==> src/rtl/sccif_pkg.sv <==
`default_nettype none
package sccif_pkg;

  // bus access kinds
  localparam logic [1:0] MODE_CMD    = 2'd0;
  localparam logic [1:0] MODE_STROBE = 2'd1;
  localparam logic [1:0] MODE_READ   = 2'd2;

  // command codes (low nibble of the active command)
  localparam logic [3:0] CMD_HOLD     = 4'd0;
  localparam logic [3:0] CMD_SHIFT    = 4'd1;
  localparam logic [3:0] CMD_TIME_SET = 4'd2;
  localparam logic [3:0] CMD_TIME_RD  = 4'd3;
  // latched code that takes the serial command instead
  localparam logic [2:0] CMD_SERIAL   = 3'd7;

  // strobe bits
  localparam int STB_EXEC  = 1;
  localparam int STB_SHIFT = 2;

  typedef struct packed {
    logic [1:0] mode;
    logic [7:0] write_data;
    logic [6:0] now_year;
    logic [3:0] now_month;
    logic [2:0] now_weekday;
    logic [4:0] now_day;
    logic [4:0] now_hour;
    logic [5:0] now_minute;
    logic [5:0] now_second;
  } item_t;

  typedef struct packed {
    logic [4:0]  read_data;
    logic        time_set_pulse;
    logic [47:0] set_image;
    logic        set_with_year;
  } result_t;

  // binary to BCD for 0..99; tens by reciprocal multiply (205/2048)
  function automatic logic [7:0] to_bcd(input logic [6:0] v);
    logic [17:0] prod;
    logic [3:0]  tens;
    logic [6:0]  units;
    prod  = {11'd0, v} * 18'd205;
    tens  = prod[14:11];
    units = v - 7'({3'd0, tens} * 7'd10);
    return {tens, units[3:0]};
  endfunction

endpackage
`default_nettype wire

==> src/rtl/serial_calendar_clock_interface.sv <==
// Bus front end of a serial calendar-clock chip.
// Input channel (in_valid/in_ready): one beat per bus access. mode selects
// a command-port write, a strobe-port write or a data-port read;
// write_data is the byte written; now_* is the current time in binary.
// Output channel (out_valid/out_ready): exactly one result beat per input
// beat, in order: read_data (bit 4 = low chain bit on reads in output
// mode), and time_set_pulse with the 48-bit set_image and set_with_year
// when the access ran a time set command.
// Path: an access passes the input register, then state + result register.
// Throughput: 1 beat per cycle when out_ready is high; all work on an
// access is one pass of short logic between input and result register.
// Stall: while out_ready is low the result register holds, one more beat
// waits in the input register, then in_ready drops.
// Reset (rst, synchronous): clears both pipeline valids, clears the
// command latch, strobe history, serial command and time registers,
// sets hold and the extended-command bit, clears output mode.
`default_nettype none
module serial_calendar_clock_interface
  import sccif_pkg::*;
(
  input  wire logic        clk,
  input  wire logic        rst,
  input  wire logic        in_valid,
  output logic             in_ready,
  input  wire logic [1:0]  mode,
  input  wire logic [7:0]  write_data,
  input  wire logic [6:0]  now_year,
  input  wire logic [3:0]  now_month,
  input  wire logic [2:0]  now_weekday,
  input  wire logic [4:0]  now_day,
  input  wire logic [4:0]  now_hour,
  input  wire logic [5:0]  now_minute,
  input  wire logic [5:0]  now_second,
  output logic             out_valid,
  input  wire logic        out_ready,
  output logic [4:0]       read_data,
  output logic             time_set_pulse,
  output logic [47:0]      set_image,
  output logic             set_with_year
);

  item_t   in_item;
  item_t   s1_item;
  logic    s1_valid;
  logic    s1_ready;
  result_t res;

  assign in_item = '{
    mode:        mode,
    write_data:  write_data,
    now_year:    now_year,
    now_month:   now_month,
    now_weekday: now_weekday,
    now_day:     now_day,
    now_hour:    now_hour,
    now_minute:  now_minute,
    now_second:  now_second
  };

  // input register
  sccif_in_stage u_in (
    .clk      (clk),
    .rst      (rst),
    .in_valid (in_valid),
    .in_ready (in_ready),
    .in_item  (in_item),
    .s1_valid (s1_valid),
    .s1_ready (s1_ready),
    .s1_item  (s1_item)
  );

  // chip state, decode and result register
  sccif_core u_core (
    .clk       (clk),
    .rst       (rst),
    .s1_valid  (s1_valid),
    .s1_ready  (s1_ready),
    .s1_item   (s1_item),
    .out_valid (out_valid),
    .out_ready (out_ready),
    .res       (res)
  );

  assign read_data      = res.read_data;
  assign time_set_pulse = res.time_set_pulse;
  assign set_image      = res.set_image;
  assign set_with_year  = res.set_with_year;

endmodule
`default_nettype wire

==> src/rtl/sccif_in_stage.sv <==
`default_nettype none
module sccif_in_stage
  import sccif_pkg::*;
(
  input  wire logic  clk,
  input  wire logic  rst,
  input  wire logic  in_valid,
  output logic       in_ready,
  input  wire item_t in_item,
  output logic       s1_valid,
  input  wire logic  s1_ready,
  output item_t      s1_item
);

  assign in_ready = !s1_valid || s1_ready;

  always_ff @(posedge clk) begin
    if (rst) begin
      s1_valid <= 1'b0;
    end else if (in_ready) begin
      s1_valid <= in_valid;
    end
  end

  always_ff @(posedge clk) begin
    if (in_valid && in_ready) begin
      s1_item <= in_item;
    end
  end

endmodule
`default_nettype wire

==> src/rtl/sccif_core.sv <==
`default_nettype none
module sccif_core
  import sccif_pkg::*;
(
  input  wire logic  clk,
  input  wire logic  rst,
  input  wire logic  s1_valid,
  output logic       s1_ready,
  input  wire item_t s1_item,
  output logic       out_valid,
  input  wire logic  out_ready,
  output result_t    res
);

  logic [2:0]      pending_command, pending_command_next;
  logic            data_in_bit, data_in_bit_next;
  logic [7:0]      last_strobe, last_strobe_next;
  logic            act_ext, act_ext_next;      // set when the active command is the serial one
  logic [3:0]      serial_command, serial_command_next;
  logic            hold_flag, hold_flag_next;
  logic            output_mode, output_mode_next;
  logic [5:0][7:0] time_regs, time_regs_next;
  result_t         res_next;

  logic       adv;
  logic [7:0] rise;
  logic       exec_ext;
  logic [3:0] exec_code;
  logic [52:0] chain_ext;
  logic [40:0] chain_std;

  assign adv      = s1_valid && (!out_valid || out_ready);
  assign s1_ready = !out_valid || out_ready;

  always_comb begin
    pending_command_next = pending_command;
    data_in_bit_next     = data_in_bit;
    last_strobe_next     = last_strobe;
    act_ext_next         = act_ext;
    serial_command_next  = serial_command;
    hold_flag_next       = hold_flag;
    output_mode_next     = output_mode;
    time_regs_next       = time_regs;
    res_next             = '0;
    rise      = (last_strobe ^ s1_item.write_data) & s1_item.write_data;
    exec_ext  = (pending_command == CMD_SERIAL);
    exec_code = exec_ext ? serial_command : {1'b0, pending_command};
    chain_ext = '0;
    chain_std = '0;
    case (s1_item.mode)
      MODE_CMD: begin
        pending_command_next = s1_item.write_data[2:0];
        data_in_bit_next     = s1_item.write_data[3];
      end
      MODE_STROBE: begin
        last_strobe_next = s1_item.write_data;
        if (rise[STB_EXEC]) begin
          act_ext_next = exec_ext;
          case (exec_code)
            CMD_HOLD: begin
              hold_flag_next   = 1'b1;
              output_mode_next = 1'b0;
            end
            CMD_SHIFT: begin
              hold_flag_next   = 1'b0;
              output_mode_next = 1'b1;
            end
            CMD_TIME_SET: begin
              res_next.time_set_pulse = 1'b1;
              res_next.set_image      = time_regs;
              res_next.set_with_year  = exec_ext;
              hold_flag_next          = 1'b1;
              output_mode_next        = 1'b1;
            end
            CMD_TIME_RD: begin
              time_regs_next[5] = to_bcd(s1_item.now_year);
              time_regs_next[4] = {s1_item.now_month, 1'b0, s1_item.now_weekday};
              time_regs_next[3] = to_bcd({2'd0, s1_item.now_day});
              time_regs_next[2] = to_bcd({2'd0, s1_item.now_hour});
              time_regs_next[1] = to_bcd({1'b0, s1_item.now_minute});
              time_regs_next[0] = to_bcd({1'b0, s1_item.now_second});
              hold_flag_next    = 1'b1;
              output_mode_next  = 1'b0;
            end
            default: ;
          endcase
        end
        // shift runs after the command in the same beat
        if (rise[STB_SHIFT]) begin
          if (hold_flag_next) begin
            if (act_ext_next) begin
              serial_command_next = {data_in_bit, serial_command_next[3:1]};
            end
          end else if (act_ext_next) begin
            chain_ext           = {data_in_bit, serial_command_next, time_regs_next};
            serial_command_next = chain_ext[52:49];
            time_regs_next      = chain_ext[48:1];
          end else begin
            chain_std           = {data_in_bit, time_regs_next[4:0]};
            time_regs_next[4:0] = chain_std[40:1];
          end
        end
      end
      MODE_READ: begin
        if (output_mode) begin
          res_next.read_data = {time_regs[0][0], 4'd0};
        end
      end
      default: ;
    endcase
  end

  always_ff @(posedge clk) begin
    if (rst) begin
      pending_command <= '0;
      data_in_bit     <= 1'b0;
      last_strobe     <= '0;
      act_ext         <= 1'b1;
      serial_command  <= '0;
      hold_flag       <= 1'b1;
      output_mode     <= 1'b0;
      time_regs       <= '0;
      out_valid       <= 1'b0;
    end else begin
      if (adv) begin
        pending_command <= pending_command_next;
        data_in_bit     <= data_in_bit_next;
        last_strobe     <= last_strobe_next;
        act_ext         <= act_ext_next;
        serial_command  <= serial_command_next;
        hold_flag       <= hold_flag_next;
        output_mode     <= output_mode_next;
        time_regs       <= time_regs_next;
        out_valid       <= 1'b1;
      end else if (out_ready) begin
        out_valid <= 1'b0;
      end
    end
  end

  always_ff @(posedge clk) begin
    if (adv) begin
      res <= res_next;
    end
  end

  // shifting out is only reachable with output enabled
  a_hold_out: assert property (@(posedge clk) disable iff (rst)
    !hold_flag |-> output_mode) else $error("hold clear without output mode");

  a_pulse_excl: assert property (@(posedge clk) disable iff (rst)
    out_valid && res.time_set_pulse |-> res.read_data == 5'd0)
    else $error("time set and read data in one beat");

  a_img_zero: assert property (@(posedge clk) disable iff (rst)
    out_valid && !res.time_set_pulse |-> res.set_image == 48'd0 && !res.set_with_year)
    else $error("set image without pulse");

  a_set_state: assert property (@(posedge clk) disable iff (rst)
    adv && res_next.time_set_pulse |=> hold_flag && output_mode)
    else $error("time set left wrong flags");

endmodule
`default_nettype wire
==> config.mk <==
export PLATFORM = sky130hd
export DESIGN_NAME = serial_calendar_clock_interface
export DESIGN_NICKNAME = d
export VERILOG_FILES = /design/src/rtl/sccif_pkg.sv /design/src/rtl/serial_calendar_clock_interface.sv /design/src/rtl/sccif_in_stage.sv /design/src/rtl/sccif_core.sv
export SDC_FILE = /design/constraint.sdc
export NUM_CORES = 1
export LEC_CHECK = 0
export ABC_CLOCK_PERIOD_IN_PS = 13650
export BUFFER_PORTS_ARGS = -buffer_cell sky130_fd_sc_hd__buf_2
export CAP_MARGIN = 20
export CORE_MARGIN = 1
export CORE_UTILIZATION = 40
export DETAILED_ROUTE_END_ITERATION = 7
export HOLD_SLACK_MARGIN = 0.15
export SLEW_MARGIN = 5
export SYNTH_ARGS = -nofsm -noshare
export SYNTH_HDL_FRONTEND = slang
export SYNTH_SLANG_ARGS = --single-unit
==> constraint.sdc <==
create_clock -name clk -period 13.65 [get_ports clk]
set_input_delay 0.6825 -clock clk [delete_from_list [all_inputs] [get_ports clk]]
set_output_delay 0.6825 -clock clk [all_outputs]
set_load 0.05 [all_outputs]
== Word-level counts from Yosys, hierarchy flattened ==
Index checks and enable logic that the tools add are counted.

* Add/sub/neg operators: 5
* $mul: 10
* Equal/unequal tests: 6
* Multiplexer cells: 16
* Bitwise logic cells: 2
* Reductions and logical operators: 20

{| class="wikitable"
|+ Operators by type and width
! operator !! number
|-
| $mux W48 || 4
|-
| $mux W50 || 1
|-
| $mux W40 || 1
|-
| $mul A6 B8 Y14 const B || 2
|-
| $mul A5 B8 Y13 const B || 2
|-
| $sub A4 B4 Y4 || 5
|-
| $mul A7 B8 Y15 const B || 1
|-
| $eq A4 B2 Y1 const B || 2
|-
| $mux W8 || 1
|-
| $reduce_and A2 Y1 || 4
|-
| $reduce_and A4 Y1 || 2
|-
| $mul A2 B3 Y3 const B || 2
|-
| $mul A3 B3 Y3 const B || 2
|-
| $mux W1 || 6
|-
| $eq A4 B1 Y1 const B || 1
|-
| $logic_not A4 Y1 || 1
|-
| $mul A4 B3 Y3 const B || 1
|-
| $mux W4 || 1
|-
| $pmux W1 S2 || 2
|-
| $reduce_bool A2 Y1 || 2
|-
| $reduce_or A2 Y1 || 2
|-
| $and A3 B3 Y3 || 1
|-
| $eq A3 B3 Y1 const B || 1
|-
| $reduce_and A3 Y1 || 1
|-
| 8 further kinds || 11
|}

* Bits in registers: 161
* Word-level logic and storage cells: 88

== Logic depth before layout (Yosys ltp) ==
* Depth in word-level cells: 9
* Gate-level depth with buffers: 20

== Hierarchy ==
From an unflattened synthesis, not the netlist that was laid out.

* Cells, all modules: 904
* Area total of the unflattened synthesis: 9,839.4 µm²

{| class="wikitable"
|+ Modules (own cells, without submodules)
! module !! instances !! cells each !! area an instance (µm²) !! sequential area each (µm²)
|-
| sccif_core || 1 || 853 || 8,403.1 || 2,772.7
|-
| sccif_in_stage || 1 || 51 || 1,436.4 || 1,401.3
|}

== Worst setup path after synthesis ==
No wires, ideal clock.

* Path type: register to register
* Start point: reg u_in.s1_item[33] (netlist name)
* End point: reg u_core.time_regs[43] (netlist name)
* Library setup time: 124 ps
* Arrival time: 4,201 ps
* Data required time: 13,526 ps
* Path slack: 9,325 ps
* Stages on the path, launching flop included: 20
* Buffers on the path: 0
* Clock period less this slack: 4,325 ps
* Cell sequence: edfxtp_1 > ha_1 > ha_1 > fa_1 > inv_1 > fa_1 > inv_1 > ha_1 > a21oi_1 > a211oi_1 > o21a_1 > nor2_1 > xnor2_1 > ha_1 > fa_1 > xnor2_1 > xnor2_1 > xnor2_1 > o21ai_0 > o21ai_0

* Cells in the longest elaborated chain, start to end: 8

{| class="wikitable"
|+ Ends and longest elaborated chain
! element !! RTL line !! text
|-
| $mul A7 B8 Y15 (*) || sccif_pkg.sv:45 || <nowiki>prod = {11'd0, v} * 18'd205;</nowiki>
|-
| $mul A4 B3 Y3 || sccif_pkg.sv:47 || <nowiki>units = v - 7'({3'd0, tens} * 7'd10);</nowiki>
|-
| $sub A4 B4 Y4 || sccif_pkg.sv:47 ||
|-
| $mux W48 (*) || sccif_core.sv:59 || <nowiki>case (exec_code)</nowiki>
|-
| $mux W48 (*) || sccif_core.sv:57 || <nowiki>if (rise[STB_EXEC]) begin</nowiki>
|-
| $mux W8 || sccif_core.sv:94 || <nowiki>end else if (act_ext_next) begin</nowiki>
|-
| $mux W48 || sccif_core.sv:90 || <nowiki>if (hold_flag_next) begin</nowiki>
|-
| $mux W48 (*) || sccif_core.sv:89 || <nowiki>if (rise[STB_SHIFT]) begin</nowiki>
|-
| end signal: assignment || sccif_core.sv:133 || <nowiki>time_regs <= time_regs_next;</nowiki>
|-
| end: declaration || sccif_core.sv:22 || <nowiki>logic [5:0][7:0] time_regs, time_regs_next;</nowiki>
|}

Every way passes the cells marked *; elsewhere a longest branch is shown, timed or not.
A chain may end at the register's enable or synchronous reset.

== Final worst setup path ==
* Start point: reg u_in.s1_item[33] (netlist name)
* End point: reg u_core.time_regs[43] (netlist name)

* Cells in the longest elaborated chain, start to end: 8

{| class="wikitable"
|+ Ends and longest elaborated chain
! element !! RTL line
|-
| $mul A7 B8 Y15 (*) || sccif_pkg.sv:45
|-
| $mul A4 B3 Y3 || sccif_pkg.sv:47
|-
| $sub A4 B4 Y4 || sccif_pkg.sv:47
|-
| $mux W48 (*) || sccif_core.sv:59
|-
| $mux W48 (*) || sccif_core.sv:57
|-
| $mux W8 || sccif_core.sv:94
|-
| $mux W48 || sccif_core.sv:90
|-
| $mux W48 (*) || sccif_core.sv:89
|}

Marked as above.

==> results.json <==
{
  "fillCellCount": 2134,
  "cp.arrival_ns": 4.98,
  "cts_tree": "yes",
  "drt_wl_total_mm": 20.3,
  "hp-class": "in2reg",
  "fin_tns_setup_ns": 0,
  "r2r_setup_slack_ns": 8.98,
  "drt_iter0_drc": 359,
  "drc_errors": 0,
  "die_w_microns": 156,
  "grt_usage_pct": 17.8,
  "via_per_inst": 5.00,
  "diodes": 0,
  "rsz0062_at_grt": "no",
  "cts_hold_buf": 0,
  "port_buffers": 98,
  "top_layer_used": "met4",
  "synth.largest_area_cell": "edfxtp_1",
  "slew_violations": 0,
  "clk_path_buf_depth": 2,
  "h-tree-depth": 4,
  "mostFrequentLayoutCells": "ha_1, inv_1, buf_2",
  "yosysSeqAreaShare_pct": 42.7,
  "hold_viol_final": 0,
  "drive_above_1_share_pct": 16.2,
  "area_growth_pct": 14.9,
  "ioPinCount": 107,
  "layout_commonest_cell": "ha_1",
  "final.period_utilization_pct": 34.2,
  "synth.top_cell.area_share_pct": 29.4,
  "insertion_delay_ns": 0.43,
  "crit_required_ns": 13.96,
  "grt_pass1_vias": 6670,
  "setup_viol": 0,
  "vias": 6518,
  "synth_cell_type_count": 67,
  "grt-ovfl-total": 0,
  "avgSynthCellArea_sq_um": 10.7,
  "antenna_found_initial": 0,
  "synth-seq-cells": 156,
  "cts_root_buffer": "clkbuf_16",
  "place_congestion": 0.832,
  "ir_drop_mv": 0.0727,
  "relSlewSlack_pct": 35.6,
  "drt-met1-wl_mm": 9.60,
  "synth-edff-count": 93,
  "critPathLaunchType": "register",
  "numCtsBuffers": 17,
  "start_util_pct": 41.4,
  "crit_fanout": 4,
  "p_per_area_nw_per_um2": 120,
  "wl_per_cell_microns": 15.6,
  "nets": 1186,
  "dr_wl_met3_microns": 711,
  "status": "complete, no violations",
  "postCtsResizedCells": 0,
  "drv_cap": 0,
  "clk_pin_slew_worst_paths_ns": 0.07,
  "dr.pass1.iters": 5,
  "core_area_sq_um": 22900,
  "core.rowCount": 55,
  "dr_wl_met2_mm": 9.68,
  "cts_num_sinks": 156,
  "finClkSkew_ns": 0.00956,
  "yosys_warnings": 0,
  "end_kind": "register",
  "grt_pass1_wl_mm": 33.4,
  "worstSetupPathType": "reg2reg",
  "ant_nets": 0,
  "p_leak_nw": 4.77,
  "synth_area_sq_um": 9480,
  "postSynth.asyncResetShare_pct": 0,
  "fin_ws_ns": 8.98,
  "ys.flop_type": "edfxtp_1",
  "grt_max_degree": 54,
  "finalCriticalPeriod_ns": 4.67,
  "max_freq_mhz": 214,
  "synth.top_cells.by_area": "edfxtp_1, ha_1, dfxtp_1",
  "place_hpwl_mm": 14.6,
  "synth_cells": 887,
  "die_height_microns": 156,
  "tightest_slew_ns": 0.963,
  "die_area_sq_um": 24300,
  "post_cts_buffers": 0,
  "dp_slack_ns": 8.94
}
==> state kept, by name, summed over array words and instances, names as in the netlist <==
name	count
u_core.act_ext	1
u_core.hold_flag	1
u_in.s1_valid	1
u_core.pending_command	3
u_core.output_mode	1
u_core.res	51
u_core.last_strobe	2
u_core.data_in_bit	1
u_in.s1_item	42
u_core.time_regs	48
u_core.serial_command	4
u_core.out_valid	1
==> layout make-up <==
type	count	area [sq um]	area share [%]
Multi-Input combinational cell	592	4890	44.9
Sequential cell	156	4050	37.2
Timing Repair Buffer	107	571	5.24
Clock buffer	19	433	3.97
Tap cell	313	392	3.60
Inverter	104	390	3.58
Clock inverter	13	168	1.54
==> worst paths after layout <==
kind | start | end | depth (start not counted)
worst max register to register | u_in.s1_item[33]$_DFFE_PP_ | u_core.time_regs[43]$_SDFFE_PP0P_ | 19
worst max-delay path | u_in.s1_item[33]$_DFFE_PP_ | u_core.time_regs[43]$_SDFFE_PP0P_ | 19
worst min-delay path | now_hour[0] | u_in.s1_item[12]$_DFFE_PP_ | 1
worst min register to register | u_core.last_strobe[1]$_SDFFE_PP0P_ | u_core.last_strobe[1]$_SDFFE_PP0P_ | 2
==> layer usage <==
metal	global-route usage (%)	up-vias
met5	0	-
met4	5.28	0
li1	-	3292
met2	30.0	141
met1	23.1	3063
met3	3.58	22
==> critical path: stages (launching register included) <==
cell and delay (ns):
edfxtp_1 0.46, ha_1 0.33, ha_1 0.31, fa_1 0.52
inv_1 0.06, fa_1 0.49, inv_1 0.04, ha_1 0.26
a21oi_1 0.06, a211oi_1 0.38, o21a_1 0.18, nor2_1 0.05
xnor2_1 0.15, ha_1 0.21, fa_1 0.37, xnor2_1 0.21
xnor2_1 0.16, xnor2_1 0.09, o21ai_0 0.12, o21ai_0 0.09
==> power breakdown <==
| group | total [W] | internal [W] | leakage [nW] | switching (W) |
|---|---|---|---|---|
| Clock | 0.000488 | 0.000289 | 0.290 | 0.000198 |
| Sequential | 0.000525 | 0.000513 | 1.41 | 0.0000114 |
| Combinational | 0.000294 | 0.000126 | 3.07 | 0.000168 |
| Total | 0.00131 | 0.000928 | 4.77 | 0.000378 |
==> cells by family (layout without fill, tap and decap cells) <==
logic type,after synthesis,in the layout,synth area share (%)
AND/OR/NAND/NOR,228,228,12.1
adder cells (fa/ha/maj),158,158,23.1
AO/OA/AOI/OAI,156,156,11.1
flip-flops,156,156,42.7
buffers and inverters,142,243,5.95
XOR/XNOR,29,29,3.05
multiplexers,17,17,1.85
other,1,4,0.0395
==> stage by stage <==
| step | std cells | util (%) | power (W) | cell area (sq um) | hold WS, ns |
|---|---|---|---|---|---|
| 3_5_place_dp | 1270 | 44.8 | 0.000832 | 10300 | 0.444 |
| 3_3_place_gp | 1270 | 44.8 | 0.000824 | 10300 | 0.440 |
| 5_1_grt | 1304 | 47.5 | 0.00139 | 10900 | 0.398 |
| 2_1_floorplan | 890 | - | 0.000762 | 9490 | 0.426 |
| 6_report | 1304 | 47.5 | 0.00131 | 10900 | 0.425 |
| 4_1_cts | 1302 | 47.4 | 0.00132 | 10900 | 0.406 |
==> Yosys cell counts, types with 7 or more instances <==
master	n
a211oi_1	12
a21oi_1	28
a22oi_1	10
a31oi_1	10
and2_1	49
buf_2	7
clkbuf_1	22
dfxtp_1	63
edfxtp_1	93
fa_1	29
ha_1	129
inv_1	104
mux2i_1	13
nand2_1	57
nand3_1	13
nor2_1	58
nor3_1	9
o211ai_1	9
o21ai_0	30
o22ai_1	14
or2_2	8
xnor2_1	15
xor2_1	11
(Power assumes the default switching activity.)
